**src/hw/rtl/spq_pkg.sv**
```systemverilog
`default_nettype none

package spq_pkg;

   // Operation codes carried in the request
   typedef enum logic [1:0] {
      ACT_PUSH  = 2'd0,
      ACT_POP   = 2'd1,
      ACT_CLEAR = 2'd2,
      ACT_NOP   = 2'd3
   } action_type;

   // Result status codes
   typedef enum logic [1:0] {
      ST_DONE  = 2'd0,
      ST_EMPTY = 2'd1,
      ST_FULL  = 2'd2
   } status_type;

   localparam int TAG_W  = 32;
   localparam int AGE_W  = 8;
   localparam int PRIO_W = 2;
   localparam int OUT_COUNT_W = 5;

   localparam int REQ_DATA_W = 48;  // 44 bits of fields, padded to whole bytes
   localparam int RSP_DATA_W = 56;  // 50 bits of fields, padded to whole bytes

   // One stored entry
   typedef struct packed {
      logic [PRIO_W-1:0] prio;
      logic [AGE_W-1:0]  age;
      logic [TAG_W-1:0]  tag;
   } entry_type;

   // Per-cycle command broadcast to every cell
   typedef struct packed {
      logic      insert;   // push into a non-full queue
      logic      remove;   // pop from a non-empty queue
      entry_type entry;    // entry being pushed
   } cell_ctrl_type;

endpackage

`default_nettype wire

```
**src/hw/rtl/stable_priority_queue.sv**
```systemverilog
`default_nettype none

// Stable priority queue of up to CAPACITY entries (tag, age, priority), kept
// sorted in a row of cells, lowest priority number at the head and equal
// priorities in arrival order. Each request (push, pop, clear, or no-op for
// action 3) yields exactly one response, registered and shown on the cycle
// after the request transfer. One request is taken every cycle while the
// response side keeps up: every cell compares its own priority with the
// pushed one and shifts toward its neighbor in the same cycle, so the rate is
// one item per clock regardless of fill level. A push into a full queue is
// dropped with status full; a pop or clear on an empty queue reports empty.
// No clearing pass is needed after reset.
module stable_priority_queue #(
   parameter int CAPACITY = 16
) (
   input  wire logic                           clock,
   input  wire logic                           reset,
   input  wire logic                           req_tvalid,
   output logic                                req_tready,
   // action[1:0], entry_tag[33:2], entry_age[41:34], entry_priority[43:42]
   input  wire logic [spq_pkg::REQ_DATA_W-1:0] req_tdata,
   output logic                                rsp_tvalid,
   input  wire logic                           rsp_tready,
   // status_code[1:0], removed_valid[2], removed_tag[34:3], removed_age[42:35],
   // removed_priority[44:43], entry_count[49:45]
   output logic [spq_pkg::RSP_DATA_W-1:0]      rsp_tdata
);

   localparam int CNT_W = $clog2(CAPACITY + 1);

   spq_pkg::action_type    req_action;
   spq_pkg::entry_type     req_entry;
   spq_pkg::cell_ctrl_type ctrl;
   spq_pkg::status_type    status;
   logic                   accept;
   logic                   empty;
   logic                   full;

   logic [CNT_W-1:0] count_ff;
   logic [CNT_W-1:0] count_in;
   logic             rsp_valid_ff;
   logic             rsp_valid_in;
   logic [spq_pkg::RSP_DATA_W-1:0] rsp_data_ff;
   logic [spq_pkg::RSP_DATA_W-1:0] rsp_data_in;
   logic [CNT_W+spq_pkg::OUT_COUNT_W-1:0] count_wide;

   spq_pkg::entry_type cell_entry [CAPACITY];
   logic [CAPACITY-1:0] cell_after;
   logic [CAPACITY-1:0] occupied;
   spq_pkg::entry_type removed;
   logic               removed_valid;

   // Request unpacking
   assign req_action    = spq_pkg::action_type'(req_tdata[1:0]);
   assign req_entry.tag  = req_tdata[33:2];
   assign req_entry.age  = req_tdata[41:34];
   assign req_entry.prio = req_tdata[43:42];

   assign req_tready = !rsp_valid_ff || rsp_tready;
   assign accept     = req_tvalid && req_tready;
   assign empty      = (count_ff == '0);
   assign full       = (count_ff == CNT_W'(CAPACITY));

   // Command to the cell row
   always_comb begin
      ctrl.entry  = req_entry;
      ctrl.insert = accept && (req_action == spq_pkg::ACT_PUSH) && !full;
      ctrl.remove = accept && (req_action == spq_pkg::ACT_POP) && !empty;
   end

   // Cell row
   for (genvar gi = 0; gi < CAPACITY; gi++) begin : g_cell
      spq_pkg::entry_type prev_entry;
      spq_pkg::entry_type next_entry;
      logic               prev_after;

      assign occupied[gi] = (count_ff > CNT_W'(gi));

      if (gi == 0) begin : g_head
         assign prev_entry = req_entry;
         assign prev_after = 1'b1;
      end else begin : g_body
         assign prev_entry = cell_entry[gi-1];
         assign prev_after = cell_after[gi-1];
      end

      if (gi == CAPACITY - 1) begin : g_tail
         assign next_entry = cell_entry[gi];
      end else begin : g_inner
         assign next_entry = cell_entry[gi+1];
      end

      spq_cell u_cell (
         .clock      (clock),
         .ctrl       (ctrl),
         .occupied   (occupied[gi]),
         .prev_entry (prev_entry),
         .prev_after (prev_after),
         .next_entry (next_entry),
         .entry      (cell_entry[gi]),
         .after      (cell_after[gi])
      );
   end

   // Count update and status
   always_comb begin
      count_in = count_ff;
      status   = spq_pkg::ST_DONE;
      unique case (req_action)
         spq_pkg::ACT_PUSH: begin
            if (full) begin
               status = spq_pkg::ST_FULL;
            end else begin
               count_in = count_ff + CNT_W'(1);
            end
         end
         spq_pkg::ACT_POP: begin
            if (empty) begin
               status = spq_pkg::ST_EMPTY;
            end else begin
               count_in = count_ff - CNT_W'(1);
            end
         end
         spq_pkg::ACT_CLEAR: begin
            if (empty) begin
               status = spq_pkg::ST_EMPTY;
            end else begin
               count_in = '0;
            end
         end
         default: begin
            count_in = count_ff;
         end
      endcase
   end

   // Response assembly, removed-entry fields zero unless a pop removed an entry
   always_comb begin
      removed_valid = (req_action == spq_pkg::ACT_POP) && !empty;
      removed       = removed_valid ? cell_entry[0] : '0;
      count_wide    = {{spq_pkg::OUT_COUNT_W{1'b0}}, count_in};
      rsp_data_in   = '0;
      rsp_data_in[1:0]   = status;
      rsp_data_in[2]     = removed_valid;
      rsp_data_in[34:3]  = removed.tag;
      rsp_data_in[42:35] = removed.age;
      rsp_data_in[44:43] = removed.prio;
      rsp_data_in[49:45] = count_wide[spq_pkg::OUT_COUNT_W-1:0];
   end

   // Output register handshake
   always_comb begin
      rsp_valid_in = rsp_valid_ff;
      if (accept) begin
         rsp_valid_in = 1'b1;
      end else if (rsp_tready) begin
         rsp_valid_in = 1'b0;
      end
   end

   always_ff @(posedge clock) begin
      if (reset) begin
         count_ff     <= '0;
         rsp_valid_ff <= 1'b0;
      end else begin
         if (accept) begin
            count_ff <= count_in;
         end
         rsp_valid_ff <= rsp_valid_in;
      end
   end

   always_ff @(posedge clock) begin
      if (accept) begin
         rsp_data_ff <= rsp_data_in;
      end
   end

   assign rsp_tvalid = rsp_valid_ff;
   assign rsp_tdata  = rsp_data_ff;

endmodule

`default_nettype wire

```
**src/hw/rtl/spq_cell.sv**
```systemverilog
`default_nettype none

module spq_cell (
   input  wire logic                  clock,
   input  wire spq_pkg::cell_ctrl_type ctrl,
   input  wire logic                  occupied,    // slot holds a live entry
   input  wire spq_pkg::entry_type    prev_entry,  // neighbor toward the head
   input  wire logic                  prev_after,  // new entry goes after prev slot
   input  wire spq_pkg::entry_type    next_entry,  // neighbor toward the tail
   output spq_pkg::entry_type         entry,
   output logic                       after        // new entry goes after this slot
);

   spq_pkg::entry_type entry_ff;
   spq_pkg::entry_type entry_in;

   // Stable order: the new entry passes every stored entry of equal or smaller priority
   assign after = occupied && (entry_ff.prio <= ctrl.entry.prio);
   assign entry = entry_ff;

   // Local insert / shift decision
   always_comb begin
      entry_in = entry_ff;
      if (ctrl.insert && !after) begin
         entry_in = prev_after ? ctrl.entry : prev_entry;
      end else if (ctrl.remove) begin
         entry_in = next_entry;
      end
   end

   always_ff @(posedge clock) begin
      entry_ff <= entry_in;
   end

endmodule

`default_nettype wire

```
**config.mk**
```make
export PLATFORM = sky130hd
export DESIGN_NAME = stable_priority_queue
export DESIGN_NICKNAME = d
export VERILOG_FILES = /design/src/hw/rtl/spq_pkg.sv /design/src/hw/rtl/stable_priority_queue.sv /design/src/hw/rtl/spq_cell.sv
export SDC_FILE = /design/constraint.sdc
export NUM_CORES = 1
export LEC_CHECK = 0
export ABC_AREA = 1
export BUFFER_PORTS_ARGS = -buffer_cell sky130_fd_sc_hd__clkbuf_2
export CORE_UTILIZATION = 37
export DETAILED_ROUTE_END_ITERATION = 16
export SYNTH_ARGS = -nofsm -noshare
export SYNTH_HDL_FRONTEND = slang
export SYNTH_HIERARCHICAL = 1
export SYNTH_SLANG_ARGS = --single-unit
```
**constraint.sdc**
```tcl
create_clock -name clock -period 3 [get_ports clock]
set_input_delay 0.15 -clock clock [delete_from_list [all_inputs] [get_ports clock]]
set_output_delay 0.15 -clock clock [all_outputs]
set_load 0.01 [all_outputs]
```
==> impl_metrics.yaml <==
pwr:
  power.switching_mw: 7.39
  sequentialPowerShare_pct: 46.3
  vdd_drop_max_mv: 0.411
  powerDensity_nw_per_um2: 566
  sw_frac_of_total_pct: 27.5
  clkPwrFrac_pct: 37.5
  leakagePower_nw: 21.9
  comb_power_share_pct: 16.2
  p_int_mw: 19.5
floorplanning:
  die_x_um: 344
  ioPinCount: 110
  rows: 125
  initial_core_util_pct: 37.3
  fp.dieArea_um2: 119000
  core_um2: 116000
  die_h_um: 344
global_route:
  grt_usage_pct: 16.4
  grt_pass1_vias: 31200
  grt_pass1_wl_mm: 162
  overflow: 0
  grt_max_degree: 112
  antenna_found_initial: 1
setup_path:
  regToRegStartpoint: "count_ff[0]"
  cp.arrival_ns: 3.09
  worstPathRequired_ns: 3.31
  cp-startpoint: "count_ff[0]"
  endpoint_kind: "flop"
  critPathMaxFanout: 53
  path_class: "reg2reg"
  start_kind: "flop"
timing:
  tns_ns: 0
  slew_headroom_pct: 48.0
  slew_viol_final: 0
  fmax_mhz: 360
  fin_crit_ns: 2.77
  layout_setup_ws_ns: 0.225
  fin_crit_sh_pct: 92.5
  finClkSkew_ns: 0.0246
  setup_violations: 0
  rsz0062_at_grt: "false"
  hold_viol_final: 0
  worst_pin_slew_ns: 0.772
place:
  place.gp.congestion: 0.787
  pre_cts_slack_ns: 0.238
  dp_hpwl_mm: 71.1
  numPortBuffers: 99
route:
  wl_mm: 96.5
  drc: 0
  drtPass1Iterations: 6
  num_vias: 32300
  first_iter_violations: 2776
  routedWlPerCell_um: 13.6
  ant_nets: 0
  via_per_inst: 4.56
clock_tree:
  cts_root_buffer: "clkbuf_16"
  post_cts_resized: 0
  postCtsHoldBufs: 2
  htree_levels: 3
  numCtsBuffers: 81
  cts.clk_slew.worst_paths_ns: 0.06
  clock_latency_ns: 0.64
  cts.sinks: 728
  cts_tree: "done"
  cts_buffer_depth: 3
  cts_setup_buffers: 0
logic_synthesis:
  synth.avg_cell_area_um2: 7.80
  yosysWarningCount: 6
  synthCells: 5559
  netlist_area_um2: 43400
cells_and_area:
  drive_gt1_share_pct: 7.20
  nets: 5596
  syn2layout_area_growth_pct: 9.46
  final.fill_count: 11900
run_status:
  outcome: "completed"
worst_hold_path:
  holdCritPathClass: "in2reg"
  hold_start: "req_tvalid"
job:
  cap_violations: 0
## final timing paths
path / end / slack [ns] / cells after the start
worst min register to register: g_cell[6].u_cell/entry[39] / 0.53 / 2
worst max-delay path: g_cell[8].u_cell/entry[3] / 0.23 / 10
worst min-delay path: count_ff[1] / 0.06 / 5
worst max register to register: g_cell[8].u_cell/entry[3] / 0.23 / 10
## final cells by class
cell class | count | area [um^2] | share of cell area [%]
sequential | 728 | 21800 | 45.9
inverter | 816 | 3060 | 6.45
multi-input combinational | 3657 | 16200 | 34.1
clock inverter | 45 | 551 | 1.16
timing repair buffer | 218 | 1870 | 3.94
tap | 1524 | 1910 | 4.02
clock buffer | 95 | 2100 | 4.43
antenna | 1 | 2.50 | 0.00527
## critical path, stage by stage (launching register included)
cell     delay (ns)
dfxtp_1        0.50
inv_1          0.21
ha_1           0.32
nand3_1        0.14
nand2_1        0.14
nor2_4         0.14
buf_12         0.19
buf_12         0.26
nand2_4        0.16
nand2_2        0.11
buf_12         0.23
## metal layers
metal	GRT usage, %	part of all wire [%]	wire length [um]	up-vias
li1	-	-	-	17700
met1	23.9	50	48600	13800
met2	25.7	43	41400	745
met3	1.96	5.2	5070	100
met4	3.82	1.5	1490	0
met5	0	0	0	-
## cells in the final DEF (no fill, tap or decap), types with 2 or more instances in the layout
cell type	n
buf_4	79
clkbuf_1	13
clkbuf_16	82
nand2_1	2101
clkinv_1	15
nand3_1	686
buf_12	38
ha_1	42
clkbuf_2	99
inv_1	797
dfxtp_1	6
edfxtp_1	722
xor2_1	2
nor2_4	2
bufinv_16	12
inv_6	4
conb_1	9
inv_2	19
nand2_4	33
dlygate4sd3_1	2
a21oi_1	23
nand4_1	2
nand2_2	16
clkinv_2	11
nor2_1	69
o21ai_0	586
o21ai_1	80
## power groups by stage
| stage | Sequential [mW] | Combinational (mW) | Clock, mW |
|---|---|---|---|
| after global placement | 12.6 | 4.27 | 0 |
| after floorplan | 12.6 | 3.36 | 0 |
| after detailed placement | 12.6 | 4.31 | 0 |
| after CTS | 12.4 | 4.37 | 10.4 |
| final | 12.4 | 4.35 | 10.1 |
| after global routing | 12.5 | 5.04 | 10.7 |
## flip-flops by register name, summed over array words and instances, names as in the netlist
| signal | flops |
|---|---|
| count_ff | 5 |
| rsp_tdata | 50 |
| rsp_tvalid | 1 |
| g_cell.u_cell/entry | 672 |
## stage by stage
| stage | utilization, % | cells | power [mW] | cell area, um^2 | hold WS (ns) |
|---|---|---|---|---|---|
| floorplan | - | 5566 | 15.9 | 43400 | 0.219 |
| global placement | 38.5 | 6941 | 16.9 | 44800 | 0.388 |
| detailed placement | 38.5 | 6941 | 17.0 | 44800 | 0.402 |
| CTS | 40.8 | 7083 | 27.2 | 47500 | 0.0184 |
| global route | 40.8 | 7084 | 28.2 | 47500 | 0.0748 |
| finish | 40.8 | 7084 | 26.8 | 47500 | 0.0619 |
Power figures use the tool's default switching activity.
